**config.mk**
```make
export PLATFORM = sky130hd
export DESIGN_NAME = spi_addressed_servo_pwm_unit
export DESIGN_NICKNAME = d
export VERILOG_FILES = /design/src/hw/rtl/spasp_pkg.sv /design/src/hw/rtl/spasp_cfg_regs.sv /design/src/hw/rtl/spasp_spi_ctrl.sv /design/src/hw/rtl/spasp_pulse_gen.sv /design/src/hw/rtl/spi_addressed_servo_pwm_unit.sv
export VERILOG_INCLUDE_DIRS = /design/src /design/src/hw/rtl
export SDC_FILE = /design/constraint.sdc
export NUM_CORES = 1
export LEC_CHECK = 0
export BUFFER_PORTS_ARGS = -buffer_cell sky130_fd_sc_hd__buf_2
export CAP_MARGIN = 15
export CELL_PAD_IN_SITES_DETAIL_PLACEMENT = 0
export CELL_PAD_IN_SITES_GLOBAL_PLACEMENT = 1
export CORE_MARGIN = 5
export CORE_UTILIZATION = 45
export CTS_CLUSTER_SIZE = 28
export DETAILED_ROUTE_END_ITERATION = 8
export PLACE_DENSITY = 0.79
export SLEW_MARGIN = 20
export SYNTH_ARGS = -nofsm -noshare
export SYNTH_HDL_FRONTEND = slang
export SYNTH_SLANG_ARGS = --single-unit
```
**constraint.sdc**
```tcl
create_clock -name clk_i -period 15.46 [get_ports clk_i]
set_clock_uncertainty 0.15 [all_clocks]
set_input_delay 0.773 -clock clk_i [delete_from_list [all_inputs] [get_ports clk_i]]
set_output_delay 0.773 -clock clk_i [all_outputs]
set_load 0.02 [all_outputs]
```
**src/hw/rtl/assert_macros.svh**
```systemverilog
// Assertion macros shared by the RTL modules.
// Assumes the enclosing module has clk_i and rst_ni.
`ifndef ASSERT_MACROS_SVH
`define ASSERT_MACROS_SVH
`ifndef SYNTHESIS
// Property must hold at every clock edge outside reset.
`define ASSERT_PROP(lbl, prop) \
  lbl: assert property (@(posedge clk_i) disable iff (!rst_ni) (prop)) \
    else $error("assertion failed");
// Condition must never be true outside reset.
`define ASSERT_NEVER(lbl, cond) \
  lbl: assert property (@(posedge clk_i) disable iff (!rst_ni) !(cond)) \
    else $error("forbidden condition seen");
`else
`define ASSERT_PROP(lbl, prop)
`define ASSERT_NEVER(lbl, cond)
`endif
`endif

```
**src/hw/rtl/spasp_pkg.sv**
```systemverilog
// Shared types and constants for the addressed SPI servo pulse unit.
// No dependencies.
package spasp_pkg;

  localparam int unsigned CHANNEL_COUNT = 8;
  localparam int unsigned RX_DEPTH      = 20;
  localparam int unsigned RX_IDX_W      = $clog2(RX_DEPTH + 1);

  localparam logic [7:0] EOD_BYTE = 8'hED;
  localparam logic [7:0] ACK_BYTE = 8'hAC;
  localparam logic [7:0] POLL_REPLY = 8'h00;
  localparam logic [1:0] FOLLOW_START = 2'd2;

  // reset values of the configuration registers
  localparam logic [15:0] FRAME_TICKS_RST  = 16'd2500;
  localparam logic [9:0]  LEAD_TICKS_RST   = 10'd125;
  localparam logic [7:0]  SPAN_TICKS_RST   = 8'd125;
  localparam logic [7:0]  ADDRESS_HIGH_RST = 8'hFB;
  localparam logic [7:0]  ADDRESS_LOW_RST  = 8'hBF;

  localparam int unsigned PADDR_W = 5;

  typedef enum logic [2:0] {
    REG_FRAME_TICKS  = 3'd0,
    REG_LEAD_TICKS   = 3'd1,
    REG_SPAN_TICKS   = 3'd2,
    REG_ADDRESS_HIGH = 3'd3,
    REG_ADDRESS_LOW  = 3'd4
  } reg_idx_e;

  typedef struct packed {
    logic [15:0] frame_ticks;
    logic [9:0]  lead_ticks;
    logic [7:0]  span_ticks;
    logic [7:0]  address_high;
    logic [7:0]  address_low;
  } cfg_t;

  typedef logic [CHANNEL_COUNT-1:0][7:0] width_arr_t;

  // SPI side results of one item
  typedef struct packed {
    logic       miso_enable;
    logic       reply_valid;
    logic [7:0] reply_byte;
    logic       widths_loaded;
  } spi_res_t;

  localparam int unsigned OUT_BITS = 20;
  localparam int unsigned OUT_TDATA_W = ((OUT_BITS + 7) / 8) * 8;

  // result item, lowest field in the lowest bits
  typedef struct packed {
    logic [OUT_TDATA_W-OUT_BITS-1:0] pad;
    logic       busy_res;
    logic       widths_loaded;
    logic [7:0] reply_byte;
    logic       reply_valid;
    logic       miso_enable;
    logic [7:0] pwm_out;
  } out_item_t;

endpackage

```
**src/hw/rtl/spasp_cfg_regs.sv**
```systemverilog
// APB-style configuration registers of the servo pulse unit.
// Depends on spasp_pkg.
module spasp_cfg_regs (
  input  logic                         clk_i,
  input  logic                         rst_ni,
  input  logic                         psel,
  input  logic                         penable,
  input  logic                         pwrite,
  input  logic [spasp_pkg::PADDR_W-1:0] paddr,
  input  logic [31:0]                  pwdata,
  output logic [31:0]                  prdata,
  output logic                         pready,
  output spasp_pkg::cfg_t              cfg_o
);

  spasp_pkg::cfg_t cfg_q, cfg_d;
  logic [2:0] reg_idx;
  logic       wr_en;

  assign pready  = 1'b1;
  assign reg_idx = paddr[spasp_pkg::PADDR_W-1:2];
  assign wr_en   = psel && penable && pwrite;

  always_comb begin
    cfg_d = cfg_q;
    if (wr_en) begin
      case (reg_idx)
        spasp_pkg::REG_FRAME_TICKS:  cfg_d.frame_ticks  = pwdata[15:0];
        spasp_pkg::REG_LEAD_TICKS:   cfg_d.lead_ticks   = pwdata[9:0];
        spasp_pkg::REG_SPAN_TICKS:   cfg_d.span_ticks   = pwdata[7:0];
        spasp_pkg::REG_ADDRESS_HIGH: cfg_d.address_high = pwdata[7:0];
        spasp_pkg::REG_ADDRESS_LOW:  cfg_d.address_low  = pwdata[7:0];
        default: ;
      endcase
    end
  end

  always_comb begin
    case (reg_idx)
      spasp_pkg::REG_FRAME_TICKS:  prdata = {16'd0, cfg_q.frame_ticks};
      spasp_pkg::REG_LEAD_TICKS:   prdata = {22'd0, cfg_q.lead_ticks};
      spasp_pkg::REG_SPAN_TICKS:   prdata = {24'd0, cfg_q.span_ticks};
      spasp_pkg::REG_ADDRESS_HIGH: prdata = {24'd0, cfg_q.address_high};
      spasp_pkg::REG_ADDRESS_LOW:  prdata = {24'd0, cfg_q.address_low};
      default:                     prdata = 32'd0;
    endcase
  end

  always_ff @(posedge clk_i or negedge rst_ni) begin
    if (!rst_ni) begin
      cfg_q.frame_ticks  <= spasp_pkg::FRAME_TICKS_RST;
      cfg_q.lead_ticks   <= spasp_pkg::LEAD_TICKS_RST;
      cfg_q.span_ticks   <= spasp_pkg::SPAN_TICKS_RST;
      cfg_q.address_high <= spasp_pkg::ADDRESS_HIGH_RST;
      cfg_q.address_low  <= spasp_pkg::ADDRESS_LOW_RST;
    end else begin
      cfg_q <= cfg_d;
    end
  end

  assign cfg_o = cfg_q;

endmodule

```
**src/hw/rtl/spasp_spi_ctrl.sv**
```systemverilog
// Addressed SPI frame protocol: address match, receive store, width registers.
// Depends on spasp_pkg and assert_macros.svh.
`include "assert_macros.svh"
module spasp_spi_ctrl (
  input  logic                  clk_i,
  input  logic                  rst_ni,
  input  logic                  step_i,   // one SPI byte item is processed
  input  logic [7:0]            byte_i,
  input  logic                  free_i,   // no pulse trailing window active
  input  spasp_pkg::cfg_t       cfg_i,
  output spasp_pkg::spi_res_t   res_o,
  output spasp_pkg::width_arr_t widths_o  // widths after this item
);

  localparam int unsigned CH = spasp_pkg::CHANNEL_COUNT;
  localparam int unsigned IW = spasp_pkg::RX_IDX_W;

  logic [1:0]    follow_q, follow_d;
  logic          matched_q, matched_d;
  logic          sel_q, sel_d;
  logic          miso_q, miso_d;
  logic [IW-1:0] idx_q, idx_d;
  logic [7:0]    store_q [1:CH];
  logic [7:0]    store_d [1:CH];
  spasp_pkg::width_arr_t widths_q, widths_d;

  // only store entries 1..CH are ever read back; the rest only advance the index
  always_comb begin
    follow_d  = follow_q;
    matched_d = matched_q;
    sel_d     = sel_q;
    miso_d    = miso_q;
    idx_d     = idx_q;
    store_d   = store_q;
    widths_d  = widths_q;
    res_o     = '0;
    if (step_i) begin
      follow_d = (follow_q != 2'd0) ? follow_q - 2'd1 : 2'd0;
      if (byte_i == cfg_i.address_high && free_i) follow_d = spasp_pkg::FOLLOW_START;
      if (byte_i == cfg_i.address_low && follow_d != 2'd0) begin
        matched_d = 1'b1;
        idx_d     = '0;
        sel_d     = 1'b1;
      end
      if (matched_d) begin
        if (byte_i == cfg_i.address_low) begin
          // address poll: transmit buffer is never filled
          miso_d            = 1'b1;
          res_o.reply_valid = 1'b1;
          res_o.reply_byte  = spasp_pkg::POLL_REPLY;
        end else begin
          if (sel_d) begin
            if (byte_i == spasp_pkg::EOD_BYTE) begin
              idx_d = '0;
              sel_d = 1'b0;
              for (int c = 1; c <= CH; c++) widths_d[c-1] = store_q[c];
              res_o.reply_valid   = 1'b1;
              res_o.reply_byte    = spasp_pkg::ACK_BYTE;
              res_o.widths_loaded = 1'b1;
            end
            if (idx_d < IW'(spasp_pkg::RX_DEPTH)) begin
              for (int c = 1; c <= CH; c++) begin
                if (idx_d == IW'(c)) store_d[c] = byte_i;
              end
              idx_d = idx_d + IW'(1);
            end
          end
          if (byte_i == spasp_pkg::ACK_BYTE) begin
            miso_d    = 1'b0;
            matched_d = 1'b0;
            idx_d     = '0;
          end
        end
      end
    end
    res_o.miso_enable = miso_d;
  end

  assign widths_o = widths_d;

  always_ff @(posedge clk_i or negedge rst_ni) begin
    if (!rst_ni) begin
      follow_q  <= 2'd0;
      matched_q <= 1'b0;
      sel_q     <= 1'b0;
      miso_q    <= 1'b0;
      idx_q     <= '0;
      widths_q  <= '0;
      for (int c = 1; c <= CH; c++) store_q[c] <= 8'd0;
    end else begin
      follow_q  <= follow_d;
      matched_q <= matched_d;
      sel_q     <= sel_d;
      miso_q    <= miso_d;
      idx_q     <= idx_d;
      widths_q  <= widths_d;
      store_q   <= store_d;
    end
  end

  `ASSERT_NEVER(a_follow_range, follow_q == 2'd3)
  `ASSERT_NEVER(a_miso_needs_match, miso_q && !matched_q)
  `ASSERT_NEVER(a_idx_bound, idx_q > IW'(spasp_pkg::RX_DEPTH))
  `ASSERT_PROP(a_widths_on_eod, !res_o.widths_loaded || (step_i && byte_i == spasp_pkg::EOD_BYTE))

endmodule

```
**src/hw/rtl/spasp_pulse_gen.sv**
```systemverilog
// Frame tick counter and eight-channel servo pulse compare.
// Depends on spasp_pkg.
module spasp_pulse_gen (
  input  logic                  clk_i,
  input  logic                  rst_ni,
  input  logic                  step_i,   // one tick item is processed
  input  spasp_pkg::cfg_t       cfg_i,
  input  spasp_pkg::width_arr_t widths_i,
  output logic                  free_o,   // current count outside the busy window
  output logic [7:0]            pwm_o,    // after this item
  output logic                  busy_o    // after this item
);

  localparam int unsigned CH = spasp_pkg::CHANNEL_COUNT;

  logic [15:0] tick_q, tick_d;
  logic [16:0] tick_inc;
  logic [16:0] lead_ext, win_end;

  assign tick_inc = {1'b0, tick_q} + 17'd1;
  assign lead_ext = {7'd0, cfg_i.lead_ticks};
  assign win_end  = lead_ext + {9'd0, cfg_i.span_ticks};

  always_comb begin
    tick_d = tick_q;
    if (step_i) begin
      if (tick_inc >= {1'b0, cfg_i.frame_ticks}) tick_d = 16'd0;
      else tick_d = tick_inc[15:0];
    end
  end

  assign free_o = !({1'b0, tick_q} >= lead_ext && {1'b0, tick_q} < win_end);
  assign busy_o = {1'b0, tick_d} >= lead_ext && {1'b0, tick_d} < win_end;

  always_comb begin
    logic [7:0] w;
    pwm_o = 8'd0;
    for (int c = 0; c < CH; c++) begin
      w = (widths_i[c] > cfg_i.span_ticks) ? cfg_i.span_ticks : widths_i[c];
      if (w == 8'd0) w = 8'd1;
      pwm_o[c] = {1'b0, tick_d} < lead_ext + {9'd0, w};
    end
  end

  always_ff @(posedge clk_i or negedge rst_ni) begin
    if (!rst_ni) tick_q <= 16'd0;
    else tick_q <= tick_d;
  end

endmodule

```
**src/hw/rtl/spi_addressed_servo_pwm_unit.sv**
```systemverilog
// Top level of the addressed SPI servo pulse unit: item stream, APB registers.
// Depends on spasp_pkg, spasp_cfg_regs, spasp_spi_ctrl, spasp_pulse_gen.
//
// Every input item (an SPI byte or a time tick) yields exactly one result item.
// Throughput is one item per clock cycle while the result side does not stall.
// An accepted item sits in the input register and is then offered from the
// result register. The state update of the SPI protocol, the tick counter and
// the eight pulse compares are computed combinationally between those two
// registers. While a result waits downstream with the input register full, the
// input side is held; it accepts again in the cycle the result is taken.
// The user must write the configuration registers over the APB port only while
// no items are in flight; the block itself does not enforce this.
`include "assert_macros.svh"
module spi_addressed_servo_pwm_unit (
  input  logic                           clk_i,
  input  logic                           rst_ni,
  input  logic                           s_axis_tvalid,
  output logic                           s_axis_tready,
  input  logic [7:0]                     s_axis_tdata,  // [7:0] spi_byte
  input  logic                           s_axis_tuser,  // [0] kind (1 = tick)
  output logic                           m_axis_tvalid,
  input  logic                           m_axis_tready,
  // [7:0] pwm_out, [8] miso_enable, [9] reply_valid, [17:10] reply_byte,
  // [18] widths_loaded, [19] busy_res, [23:20] zero
  output logic [spasp_pkg::OUT_TDATA_W-1:0] m_axis_tdata,
  input  logic                           psel,
  input  logic                           penable,
  input  logic                           pwrite,
  input  logic [spasp_pkg::PADDR_W-1:0]  paddr,
  input  logic [31:0]                    pwdata,
  output logic [31:0]                    prdata,
  output logic                           pready
);

  logic       in_valid_q;
  logic       in_kind_q;
  logic [7:0] in_byte_q;
  logic       out_valid_q;
  spasp_pkg::out_item_t res_q, res_d;
  logic       advance;
  logic       free;
  logic [7:0] pwm;
  logic       busy;
  spasp_pkg::cfg_t       cfg;
  spasp_pkg::spi_res_t   spi_res;
  spasp_pkg::width_arr_t widths;

  assign advance       = in_valid_q && (!out_valid_q || m_axis_tready);
  assign s_axis_tready = !in_valid_q || advance;

  spasp_cfg_regs u_cfg (
    .clk_i   (clk_i),
    .rst_ni  (rst_ni),
    .psel    (psel),
    .penable (penable),
    .pwrite  (pwrite),
    .paddr   (paddr),
    .pwdata  (pwdata),
    .prdata  (prdata),
    .pready  (pready),
    .cfg_o   (cfg)
  );

  spasp_spi_ctrl u_spi (
    .clk_i    (clk_i),
    .rst_ni   (rst_ni),
    .step_i   (advance && !in_kind_q),
    .byte_i   (in_byte_q),
    .free_i   (free),
    .cfg_i    (cfg),
    .res_o    (spi_res),
    .widths_o (widths)
  );

  spasp_pulse_gen u_pulse (
    .clk_i    (clk_i),
    .rst_ni   (rst_ni),
    .step_i   (advance && in_kind_q),
    .cfg_i    (cfg),
    .widths_i (widths),
    .free_o   (free),
    .pwm_o    (pwm),
    .busy_o   (busy)
  );

  always_comb begin
    res_d               = '0;
    res_d.pwm_out       = pwm;
    res_d.miso_enable   = spi_res.miso_enable;
    res_d.reply_valid   = spi_res.reply_valid;
    res_d.reply_byte    = spi_res.reply_byte;
    res_d.widths_loaded = spi_res.widths_loaded;
    res_d.busy_res      = busy;
  end

  always_ff @(posedge clk_i or negedge rst_ni) begin
    if (!rst_ni) begin
      in_valid_q  <= 1'b0;
      out_valid_q <= 1'b0;
    end else begin
      if (s_axis_tready) in_valid_q <= s_axis_tvalid;
      if (advance) out_valid_q <= 1'b1;
      else if (m_axis_tready) out_valid_q <= 1'b0;
    end
  end

  always_ff @(posedge clk_i) begin
    if (s_axis_tready && s_axis_tvalid) begin
      in_kind_q <= s_axis_tuser;
      in_byte_q <= s_axis_tdata;
    end
    if (advance) res_q <= res_d;
  end

  assign m_axis_tvalid = out_valid_q;
  assign m_axis_tdata  = res_q;

  `ASSERT_NEVER(a_ready_only_stalls_full, !s_axis_tready && !in_valid_q)
  `ASSERT_NEVER(a_reply_zero_when_idle, out_valid_q && !res_q.reply_valid && res_q.reply_byte != 8'd0)
  `ASSERT_NEVER(a_loaded_acks, out_valid_q && res_q.widths_loaded && res_q.reply_byte != spasp_pkg::ACK_BYTE)
  `ASSERT_PROP(a_tick_no_reply, advance && in_kind_q |=> !res_q.reply_valid)

endmodule
```
# ---- Word level (Yosys, flattened, before mapping)
# Cells that the tools add are included.
dict set report word_totals {
  regBits 235
  output_inout_bits 59
  word_cells 192
}
dict set report classes {
  addsub 12
  n_lt_le_gt_ge 22
  n_eq_ne 16
  mux 58
  bitwise 4
  reduce_logical 43
}
# operator n
set ops {}
lappend ops {{2-to-1 mux 64 bit} 5}
lappend ops {{< comparator 16 x 17 -> 1 bit} 10}
lappend ops {{2-to-1 mux 8 bit} 16}
lappend ops {{adder 10 x 8 -> 11 bit} 9}
lappend ops {{case mux 16 bit (5 select lines)} 1}
lappend ops {{greater-than comparator 8 bit} 8}
lappend ops {{logical NOT 8 bit} 8}
lappend ops {{2-to-1 mux 5 bit} 11}
lappend ops {{AND reduction 6 bit} 8}
lappend ops {{greater-or-equal comparator 16 x 10 -> 1 bit} 2}
lappend ops {{2-to-1 mux 16 bit} 2}
lappend ops {{== test 5 x 3 -> 1 bit (second input constant)} 4}
lappend ops {{2-to-1 mux 10 bit} 2}
lappend ops {{adder 16 x 1 -> 17 bit (second input constant)} 1}
lappend ops {{greater-or-equal comparator 17 x 16 -> 1 bit} 1}
lappend ops {{2-to-1 mux 1 bit} 17}
lappend ops {{== test 8 bit} 2}
lappend ops {{== test 8 bit (second input constant)} 2}
lappend ops {{AND reduction 2 bit} 6}
lappend ops {{== test 5 x 2 -> 1 bit (second input constant)} 2}
lappend ops {{logical AND 1 bit} 10}
lappend ops {{2-to-1 mux 9 bit} 1}
lappend ops {{== test 3 x 2 -> 1 bit (second input constant)} 2}
lappend ops {{2-to-1 mux 2 bit} 3}
lappend ops {{other kinds (13)} 22}

# ---- Longest topological paths before layout
# Gate-level depths: netlist of run 1.
dict set report logic_depth {
  depth_word 21
  depth_mapped 33
  ltp_nobuf 29
}

# ---- By module
# A second synthesis of run 1 with hierarchy kept.
dict set report unflattened {
  cells_unflattened 1778
  hier_area_um2 18878.1
}
# module n_inst cells_per_inst area_per_inst_um2
set by_module_without_submodules {}
lappend by_module_without_submodules {spasp_pulse_gen 1 1133 9339.0}
lappend by_module_without_submodules {spasp_spi_ctrl 1 414 5965.7}
lappend by_module_without_submodules {spasp_cfg_regs 1 186 2547.4}
lappend by_module_without_submodules {spi_addressed_servo_pwm_unit 1 45 1026.0}

# ---- Least setup slack after synthesis of run 1
# No wires, ideal clock.
dict set report synth_timing {
  path_type {register -> register}
  from {reg in_byte_q[1]}
  to {reg res_q (netlist bit m_axis_tdata[4]) (data pin)}
  setup_ns 0.256
  t_arrival_ns 6.850
  required_ns 15.054
  path_slack_ns 8.204
  stages_incl_launch_ff 30
  n_path_buf 4
  synth_period_minus_slack_ns 7.256
  cell_sequence {edfxtp_1 > nor4bb_1 > nand4_1 > a2111oi_1 > buf_4 > buf_2 > buf_2 > mux2_2 > inv_1 > ha_1 > inv_1 > a21oi_1 > o22ai_1 > o21ai_0 > clkbuf_1 > mux2_2 > or4_1 > o41ai_2 > ha_1 > fa_1 > a21o_1 > a21oi_1 > o21bai_1 > a21oi_1 > o21ai_0 > xnor2_1 > ha_1 > nand4_1 > or3_1 > o211a_1}
}
# element line
set synth_lines {}
lappend synth_lines {{start, declared} spi_addressed_servo_pwm_unit.sv:37} ;# logic [7:0] in_byte_q;
lappend synth_lines {{start signal, assigned} spi_addressed_servo_pwm_unit.sv:110} ;# in_byte_q <= s_axis_tdata;
lappend synth_lines {{end signal, assigned} spi_addressed_servo_pwm_unit.sv:112} ;# if (advance) res_q <= res_d;
lappend synth_lines {{end, declared} spi_addressed_servo_pwm_unit.sv:39} ;# spasp_pkg::out_item_t res_q, res_d;

==> key figures, run 1 <==
STA
  – Rel. slew slack: 25.44%
  – RSZ-0062 raised after global routing: no
  – Hold Vio Cnt, Final: 0
  – Total Neg Setup Slack: 0 ns
  – Setup Viol. Count Final: 0
  – Final worst-path cycle share: 55.69%
  – Post-layout min period: 8.610 ns
  – FMAX: 116.1 MHz
  – Tightest Pin Transition: 1.115 ns
  – Final Worst Setup Slack: 6.850 ns
  – Pins Over Slew Limit: 0

Finish
  – Area of the multi-input gates: 11820 um2
  – Register area: 5824 um2
  – Final Core Density: 50.26%
  – Synth-to-layout area growth: 9.888%
  – Filler Cells Inserted: 3659
  – Finished Layout Cells: 2472
  – Layout cells sized above 1: 17.87%
  – Ant diodes: 0
  – Nets: 2267

Clock tree
  – CTS resizes: 0
  – Htree depth: 1
  – Total CTS buffers: 26
  – Clock slew at reported path FFs: 0.07 ns
  – Clock Root Buffer: clkbuf_16
  – Clk_lat worst skew: 0.56 ns
  – Clock Path Buffers: 3
  – CTS tree: yes
  – Hold Buf Count CTS: 0
  – # Post-CTS Setup Buffers: 0
  – Num Clock Sinks: 227

Global routing
  – Total gr overflow: 0
  – Number of global-route vias before repair: 14300
  – Largest net degree at the start of global routing: 82
  – GRT Total Usage: 23.47%
  – First-pass GRT wire length: 82780 um
  – Antenna violations before repair: 0

Place
  – Worst slack at placement: 6.943 ns
  – GP Congestion: 0.8998
  – Dpl cells: 2424
  – IO Port Bufs: 68
  – Post-DP HPWL: 38990 um

Drt
  – Drt total wl: 53250 um
  – Drt wl/cell: 21.54 um
  – Drt first pass iters: 5
  – Starting DRT DRC Count: 1005
  – Post-route antenna net violation count: 0
  – Avg Vias per Cell: 5.861
  – # DRC: 0
  – Vias: 14490

Yosys
  – Xor and xnor fraction of the mapped netlist area: 4.835%
  – Simple logic cell fraction of the synthesized area: 12.72%
  – Netlist cell types: 67
  – Post-synthesis sequential area ratio: 31.83%
  – Synthesis warning total: 0
  – Number of flops mapped to enable cells by yosys: 21
  – Cell Area, Synth: 18300 um2
  – Yosys top cell by area: dfrtp_1
  – Largest family of logic cells by synthesized area: adder cells
  – Mux cell area share after synthesis: 11.15%
  – Top cells by area, synth: dfrtp_1 (24%), ha_1 (19%), mux2_2 (10%)
  – Synth Area in Compound Gates: 15.17%
  – Synth Instances: 1881
  – Top cell type's share of synthesized area: 23.93%
  – Mapped Avg Cell Area: 9.727 um2
  – Seq cells post-synth: 227
  – Most frequent cells after synthesis: ha_1 (277), nand2_1 (189), dfrtp_1 (175)
  – Ys async rst share: 90.75%
  – Top-count cell post-synth: ha_1
  – Ys flop type: dfrtp_1
  – Adder-cell share of the synthesized area: 19.93%

Worst setup path
  – Crit Path Max Fanout: 65
  – Worst Path Required: 15.61 ns
  – Worst path bufs/invs: 1
  – CP max stage delay: 0.68 ns
  – CP Data Arrival Time: 8.76 ns
  – Startpoint types: flip-flop
  – Delay-heaviest family, CP: compound AO/OA/AOI/OAI gates
  – Kind of critical path: flip-flop to flip-flop
  – Crit end category: flip-flop
  – CP max-delay cell: edfxtp_1

Power and ir drop
  – Max VDD drop: 96.61 uV
  – LEAKAGE: 0.01007 uW
  – Psw: 885.6 uW
  – Cell Int Power: 1476 uW
  – Power per cell area: 117.4 nW/um2
  – Sw frac: 37.51%
  – Part of the power in registers: 31.5%
  – Clock network fraction of total power: 30.1%
  – Comb pwr share: 38.4%

Status
  – Outcome: completed

Floorplan
  – Chip width: 211.6 um
  – Core Region: 40010 um2
  – Die H: 211.6 um
  – FP Rows: 73
  – Starting Density: 45.73%
  – Die ar.: 44790 um2
  – Io pins: 112

Worst hold path
  – Hold crit path type: input pin to asynchronous set/reset pin

Run
  – Max-cap viol count: 0
-- layout make-up --
type,instances,area share (%)
multi-input combinational,1503,58.78
sequential,227,28.97
clock buffer,32,3.609
tap,525,3.267
timing repair buffer,88,2.601
inverter,82,1.531
clock inverter,15,1.238
-- cells by family after synthesis --
group	after synthesis
xor gates and xnor gates	101
buffers and inverters	174
and+or+nand+nor	485
other	2
adders and majority gates	286
DFF	227
AOI/OAI and AO/OA	424
muxes	182
-- cells in the final DEF, fill, tap and decap left out, types with 31 or more instances in the layout --
cell type,instances
a21oi_1,109
nand3_1,50
inv_1,82
nand4_1,33
o21ai_0,92
nor2_1,89
dfstp_2,31
ha_1,277
mux2_2,167
nor2b_1,31
xor2_1,57
xnor2_1,44
buf_2,67
dfrtp_1,175
a21o_1,67
nand2_1,189
-- final timing paths --
| kind | endpoint | cells after the start | slack, ns | from |
|---|---|---|---|---|
| hold reg to reg | u_spi.widths_q[45] | 2 | 0.34 | u_spi.widths_q[45] |
| setup reg to reg | m_axis_tdata[3] | 26 | 6.85 | in_byte_q[1] |
| hold / removal | m_axis_tvalid | 1 | 0.002 | rst_ni |
| setup / recovery | m_axis_tdata[3] | 26 | 6.85 | in_byte_q[1] |
| min in group clk_i | in_byte_q[5] | 1 | 0.24 | s_axis_tdata[5] |
| max in group asynchronous | u_spi.store_q[50] | 4 | 13.43 | rst_ni |
-- state kept, by name, indices dropped and copies added, names as in the netlist --
register	flops
u_spi.miso_q	1
u_spi.store_q	64
u_spi.matched_q	1
u_spi.idx_q	5
in_valid_q	1
m_axis_tvalid	1
in_kind_q	1
u_pulse.tick_q	16
in_byte_q	8
u_cfg.cfg_o	50
u_spi.sel_q	1
u_spi.follow_q	2
m_axis_tdata	12
u_spi.widths_q	64
-- power by group through the flow --
stage	sequential, uW	clock [uW]	combinational (uW)
6_report	744	710	907
5_1_grt	748	747	1020
4_1_cts	742	721	901
3_5_place_dp	752	0	898
3_3_place_gp	752	0	865
2_1_floorplan	700	0	671
-- metrics by stage --
stage	hold WS (ns)	cell area (um2)	total power, uW
2_1_floorplan	0.3054	18380	1372
3_3_place_gp	0.3216	19100	1617
3_5_place_dp	0.3288	19100	1650
4_1_cts	0.01366	20070	2363
5_1_grt	0.03886	20110	2515
6_report	0.002248	20110	2361
-- layer usage --
metal  up-vias  part of all wire [%]  global-route usage [%]
met4         0                   2.0                   5.509
met3        76                   6.0                   3.586
met2       380                    45                   37.41
met1      7079                    47                   33.80
li1       6953                     -                       -
met5         -                     0                       0
No activity file was read; power rests on OpenSTA's default activity.
==> run 2, diff against run 1 <==
--- a/config.mk
+++ b/config.mk
@@ -11,10 +11,10 @@
 export CELL_PAD_IN_SITES_DETAIL_PLACEMENT = 0
 export CELL_PAD_IN_SITES_GLOBAL_PLACEMENT = 1
 export CORE_MARGIN = 5
-export CORE_UTILIZATION = 45
+export CORE_UTILIZATION = 44
 export CTS_CLUSTER_SIZE = 28
 export DETAILED_ROUTE_END_ITERATION = 8
-export PLACE_DENSITY = 0.79
+export PLACE_DENSITY = 0.8
 export SLEW_MARGIN = 20
 export SYNTH_ARGS = -nofsm -noshare
 export SYNTH_HDL_FRONTEND = slang
==> constraint.sdc (replaced) <==
create_clock -name clk_i -period 7.2 [get_ports clk_i]
set_clock_uncertainty 0.15 [all_clocks]
set_input_delay 0.36 -clock clk_i [delete_from_list [all_inputs] [get_ports clk_i]]
set_output_delay 0.36 -clock clk_i [all_outputs]
set_load 0.02 [all_outputs]
==> key figures, run 2 (same netlist as run 1, synthesis figures left out) <==
Status
  – Outcome: completed

Floorplan
  – Die ar.: 45760 um2
  – Starting Density: 44.61%
  – Die H: 213.9 um
  – FP Rows: 74
  – Chip width: 213.9 um
  – Core Region: 41020 um2
  – Io pins: 112

Place
  – Post-DP HPWL: 39560 um
  – IO Port Bufs: 68
  – Worst slack at placement: -0.09502 ns
  – GP Congestion: 0.8652

Global routing
  – Number of global-route vias before repair: 14960
  – Antenna violations before repair: 1
  – First-pass GRT wire length: 85190 um
  – GRT Total Usage: 23.19%
  – Total gr overflow: 0
  – Largest net degree at the start of global routing: 154

STA
  – Rel. slew slack: 34.18%
  – Post-layout min period: 7.023 ns
  – Tightest Pin Transition: 0.9837 ns
  – Setup Viol. Count Final: 0
  – Pins Over Slew Limit: 0
  – FMAX: 142.4 MHz
  – RSZ-0062 raised after global routing: yes
  – Final hold slack: 0.1856 ns
  – Total Neg Setup Slack: 0 ns
  – Hold Vio Cnt, Final: 0
  – Final Worst Setup Slack: 0.1771 ns
  – Final worst-path cycle share: 97.54%

Drt
  – Starting DRT DRC Count: 1119
  – # DRC: 0
  – Drt total wl: 55850 um
  – Vias: 15070
  – Drt wl/cell: 21.60 um
  – Avg Vias per Cell: 5.827
  – Post-route antenna net violation count: 0
  – Drt first pass iters: 5

Clock tree
  – Clock Path Buffers: 3
  – Clock Root Buffer: clkbuf_16
  – Clock slew at reported path FFs: 0.06 ns
  – Num Clock Sinks: 227
  – Clk_lat worst skew: 0.55 ns
  – Total CTS buffers: 27
  – CTS tree: yes
  – Htree depth: 1

Run
  – Max-cap viol count: 0

Worst setup path
  – Worst Path Required: 7.34 ns
  – Kind of critical path: flip-flop to flip-flop
  – Most used cell, CP: buf_4
  – Crit path from: in_byte_q[4]
  – RR Startpoint: in_byte_q[4]
  – Reg2Reg Depth: 31
  – CP max stage delay: 0.54 ns
  – CP max-delay cell: or4_1
  – Worst r2r dst: m_axis_tdata[7]
  – Crit Path Max Fanout: 10
  – CP Capture Point: m_axis_tdata[7]
  – Crit end category: flip-flop
  – Internal reg-to-reg setup slack: 0.18 ns
  – CP Data Arrival Time: 7.16 ns
  – Startpoint types: flip-flop

Finish
  – Layout cells sized above 1: 23.17%
  – Nets: 2374
  – Most common cell after layout, fill and taps aside: ha_1
  – Register area: 5824 um2
  – Ant diodes: 0
  – Synth-to-layout area growth: 16.23%
  – Filler Cells Inserted: 3614
  – Area of the multi-input gates: 12090 um2
  – Most frequent cells in the layout: ha_1 (265), nand2_1 (186), dfrtp_1 (175)
  – Final Core Density: 51.85%

Power and ir drop
  – Max VDD drop: 191.7 uV
  – Power per cell area: 239.2 nW/um2
  – LEAKAGE: 0.01058 uW
  – Total power: 5087 uW

Worst hold path
  – Hold crit path type: input pin to asynchronous set/reset pin
run 2: cell count changes in the layout (fill, tap and decap cells not counted), sizes merged:
cell           delta
clkbuf            +5
dlygate4sd3      +29
clkinv            +2
clkinvlp          +1
inv               -1
buf              +73
bufinv            -3
clkdlybuf4s15     +1
run 2: worst min path at each step:
stage	cells past startpoint	startpoint	slack [ns]	to
after floorplan	0	rst_ni	-0.09	in_valid_q
after global placement	1	rst_ni	0.20	u_pulse.tick_q[11]
after detailed placement	1	rst_ni	0.21	u_pulse.tick_q[11]
after CTS	2	rst_ni	0.19	u_pulse.tick_q[11]
after global routing	2	rst_ni	0.25	u_pulse.tick_q[15]
final	2	rst_ni	0.19	u_pulse.tick_q[0]
run 2: worst max-delay path: cells and delay by family (launching register included):
kind	cells	cell delay [ns]
compound gates	12	2.04
fa+ha+maj	4	1.10
buf+inv	6	1.05
simple gates	5	0.96
mux	2	0.73
flops	1	0.36
xor+xnor	2	0.36
run 2: per-stage QoR:
step,cell area [um2],std cells
floorplan,18380,1904
global placement,19500,2482
detailed placement,19500,2482
CTS,20690,2559
global route,21270,2586
finish,21270,2586
run 2: per-layer routing:
metal	vias up	wire, um	GRT usage, %
li1	7181	-	-
met4	2	1710	6.785
met2	445	25590	38.03
met5	-	13	0
met3	111	3238	3.403
met1	7329	25300	32.07
run 2: cell type report:
type	count	share of cell area (%)
tap	532	3.130
multi-input combinational	1503	56.86
timing repair buffer	194	6.960
inverter	82	1.447
sequential	227	27.39
clock buffer	34	3.442
clock inverter	14	0.7707
run 2: power breakdown:
part	internal, uW	switching, uW	leakage [uW]
clock	829	579	0.000439
sequential	1400	188	0.00291
combinational	914	1170	0.00723
total	3140	1940	0.0106
run 2: timing repair:
action,CTS,global route
endpoints found under the hold margin,86,0
hold buffers,29,0
gates cloned,0,4
pin swaps,1,36
gates resized for setup,5,72
buffers inserted,0,23
endpoints found under the setup margin,4,8
==> run 3, diff against run 2 <==
--- a/config.mk
+++ b/config.mk
@@ -11,11 +11,13 @@
 export CELL_PAD_IN_SITES_DETAIL_PLACEMENT = 0
 export CELL_PAD_IN_SITES_GLOBAL_PLACEMENT = 1
 export CORE_MARGIN = 5
-export CORE_UTILIZATION = 44
+export CORE_UTILIZATION = 45
 export CTS_CLUSTER_SIZE = 28
 export DETAILED_ROUTE_END_ITERATION = 8
-export PLACE_DENSITY = 0.8
+export PLACE_DENSITY = 0.81
 export SLEW_MARGIN = 20
 export SYNTH_ARGS = -nofsm -noshare
 export SYNTH_HDL_FRONTEND = slang
+export SYNTH_HIERARCHICAL = 1
 export SYNTH_SLANG_ARGS = --single-unit
+export TNS_END_PERCENT = 10
==> key figures, run 3 <==
Clock tree
  – Num Clock Sinks: 235
  – Clk_lat worst skew: 0.56 ns
  – Clock Root Buffer: clkbuf_16
  – Clock Path Buffers: 3
  – Clock slew at reported path FFs: 0.06 ns
  – CTS tree: yes
  – Htree depth: 1
  – Total CTS buffers: 27

Worst setup path
  – Most used cell, CP: a21oi_1
  – RR Startpoint: u_cfg/cfg_o[0]
  – Kind of critical path: input pin to flip-flop
  – Crit end category: flip-flop
  – CP max stage delay: 0.52 ns
  – Startpoint types: input pin
  – CP max-delay cell: dlygate4sd3_1
  – Crit path from: m_axis_tready
  – Worst Path Required: 7.45 ns
  – CP Data Arrival Time: 7.00 ns
  – Crit Path Max Fanout: 16

Yosys
  – Most frequent cells after synthesis: ha_1 (277), mux2_2 (229), dfrtp_1 (175)
  – Mapped Avg Cell Area: 10.62 um2
  – Top-count cell post-synth: ha_1
  – Ys async rst share: 87.66%
  – Netlist cell types: 86
  – Top cell type's share of synthesized area: 23.20%
  – Yosys top cell by area: dfrtp_1
  – Top cells by area, synth: dfrtp_1 (23%), ha_1 (18%), mux2_2 (14%)
  – Synthesis warning total: 6
  – Post-synthesis sequential area ratio: 32.12%
  – Number of flops mapped to enable cells by yosys: 29
  – Cell Area, Synth: 18880 um2
  – Synth Instances: 1778
  – Seq cells post-synth: 235
  – Ys flop type: dfrtp_1

Finish
  – Nets: 2239
  – Most frequent cells in the layout: ha_1 (277), mux2_2 (229), dfrtp_1 (175)
  – Most common cell after layout, fill and taps aside: ha_1
  – Layout cells sized above 1: 26.03%
  – Finished Layout Cells: 2460
  – Synth-to-layout area growth: 12.39%
  – Ant diodes: 0

Run
  – Max-cap viol count: 0

STA
  – Setup Viol. Count Final: 0
  – Rel. slew slack: 28.06%
  – Tightest Pin Transition: 1.065 ns
  – Post-layout min period: 6.752 ns
  – Hold Vio Cnt, Final: 0
  – Pins Over Slew Limit: 0
  – FMAX: 148.1 MHz
  – Final Worst Setup Slack: 0.4477 ns
  – RSZ-0062 raised after global routing: no
  – Final worst-path cycle share: 93.78%
  – Total Neg Setup Slack: 0 ns

Drt
  – Drt wl/cell: 21.22 um
  – Routed met3 length: 2258 um
  – Wire length on met2: 24820 um
  – Drt total wl: 52210 um
  – Avg Vias per Cell: 5.764
  – # DRC: 0
  – Top routing layer in use: met5
  – Met1 Wirelength: 23870 um
  – Vias: 14180
  – Drt first pass iters: 5
  – Starting DRT DRC Count: 903
  – Post-route antenna net violation count: 0

Global routing
  – GRT Total Usage: 22.04%
  – First-pass GRT wire length: 81920 um
  – Number of global-route vias before repair: 14310
  – Total gr overflow: 0
  – Largest net degree at the start of global routing: 119
  – Antenna violations before repair: 1

Worst hold path
  – Min-Delay Startpoint: pwdata[0]
  – Hold crit path type: input pin to flip-flop

Power and ir drop
  – LEAKAGE: 0.01051 uW
  – Clock network fraction of total power: 28.7%
  – Power per cell area: 232.3 nW/um2
  – Sw frac: 36.64%
  – Comb pwr share: 39.5%
  – Cell Int Power: 3122 uW
  – Part of the power in registers: 31.9%
  – Max VDD drop: 181.5 uV
  – Psw: 1805 uW

Floorplan
  – Chip width: 214.8 um
  – Die ar.: 46150 um2
  – Core Region: 41760 um2
  – Starting Density: 45.21%
  – FP Rows: 75
  – Io pins: 112
  – Die H: 214.8 um

Place
  – GP Congestion: 0.8598
  – IO Port Bufs: 72
  – Post-DP HPWL: 37260 um
  – Dpl cells: 2380
  – Worst slack at placement: 0.3878 ns

Status
  – Outcome: completed
## run 3: cell count changes after synthesis, moves of 22 or more
cell,delta
nand2b_1,+27
nand2_1,-119
mux2_2,+62
nor2_1,-53
clkbuf_1,-22
a31oi_1,-27
## run 3: per-stage QoR
step	util (%)	cell area (um2)	power (uW)	hold slack, ns
finish	50.81	21220	4928	0.03937
global route	50.81	21220	5263	0.01542
CTS	50.62	21140	4909	0.002668
detailed placement	47.79	19960	3465	0.3252
global placement	47.79	19960	3396	0.3118
floorplan	-	18960	2885	-0.08559
## run 3: final timing paths
kind | endpoint | slack, ns | cells past startpoint
max | m_axis_tdata[0] | 0.45 | 32
min | u_cfg/cfg_o[34] | 0.04 | 2
max reg2reg | m_axis_tdata[0] | 0.45 | 30
min reg2reg | u_spi/follow_q[0] | 0.34 | 2
max in group asynchronous | u_spi/store_q[30] | 5.08 | 3
min in group asynchronous | u_cfg/cfg_o[49] | 0.38 | 2
## run 3: worst max-delay path, delay by kind of cell
kind,cells,cell delay (ns)
fa+ha+maj,3,0.92
buf+inv,5,1.19
compound gates,14,2.22
mux,2,0.78
simple gates,8,1.53
## run 3: layer usage
layer  vias up  global-route usage, %
met5         -                      0
met4         2                  5.604
met3        94                  2.716
met2       336                  37.62
met1      6971                  29.91
li1       6777                      -
## run 3: cell families (layout without fill, tap and decap cells)
kind of cell    Yosys count  after routing  synth area share (%)
compound gates          376            376                 13.02
simple gates            357            357                 11.38
fa+ha+maj               286            286                 19.31
mux                     251            251                 15.16
flops                   235            235                 32.12
buf+inv                 174            296                 4.507
xor+xnor                 95             95                 4.407
other cells               4             25               0.07951
## run 3: power groups by stage
stage,registers [uW],clock network (uW),logic [uW]
after floorplan,1580,0,1300
after global placement,1590,0,1810
after detailed placement,1590,0,1870
after CTS,1570,1440,1900
after global routing,1580,1510,2170
final,1570,1410,1940
## run 3: what timing repair did
item | 4_1_cts | 5_1_grt
buffers inserted | 0 | 1
resized for setup | 0 | 17
setup endpoints to repair | 0 | 6
endpoints found under the hold margin | 136 | 0
hold buffers | 28 | 0
## run 3: final cells by class
cell class | instances | area, um2
Clock buffer | 34 | 721.9
Clock inverter | 16 | 178.9
Fill cell | 3675 | 20540
Inverter | 85 | 319.1
Multi-Input combinational cell | 1390 | 12120
Sequential cell | 235 | 6065
Tap cell | 539 | 674.4
Timing Repair Buffer | 161 | 1141
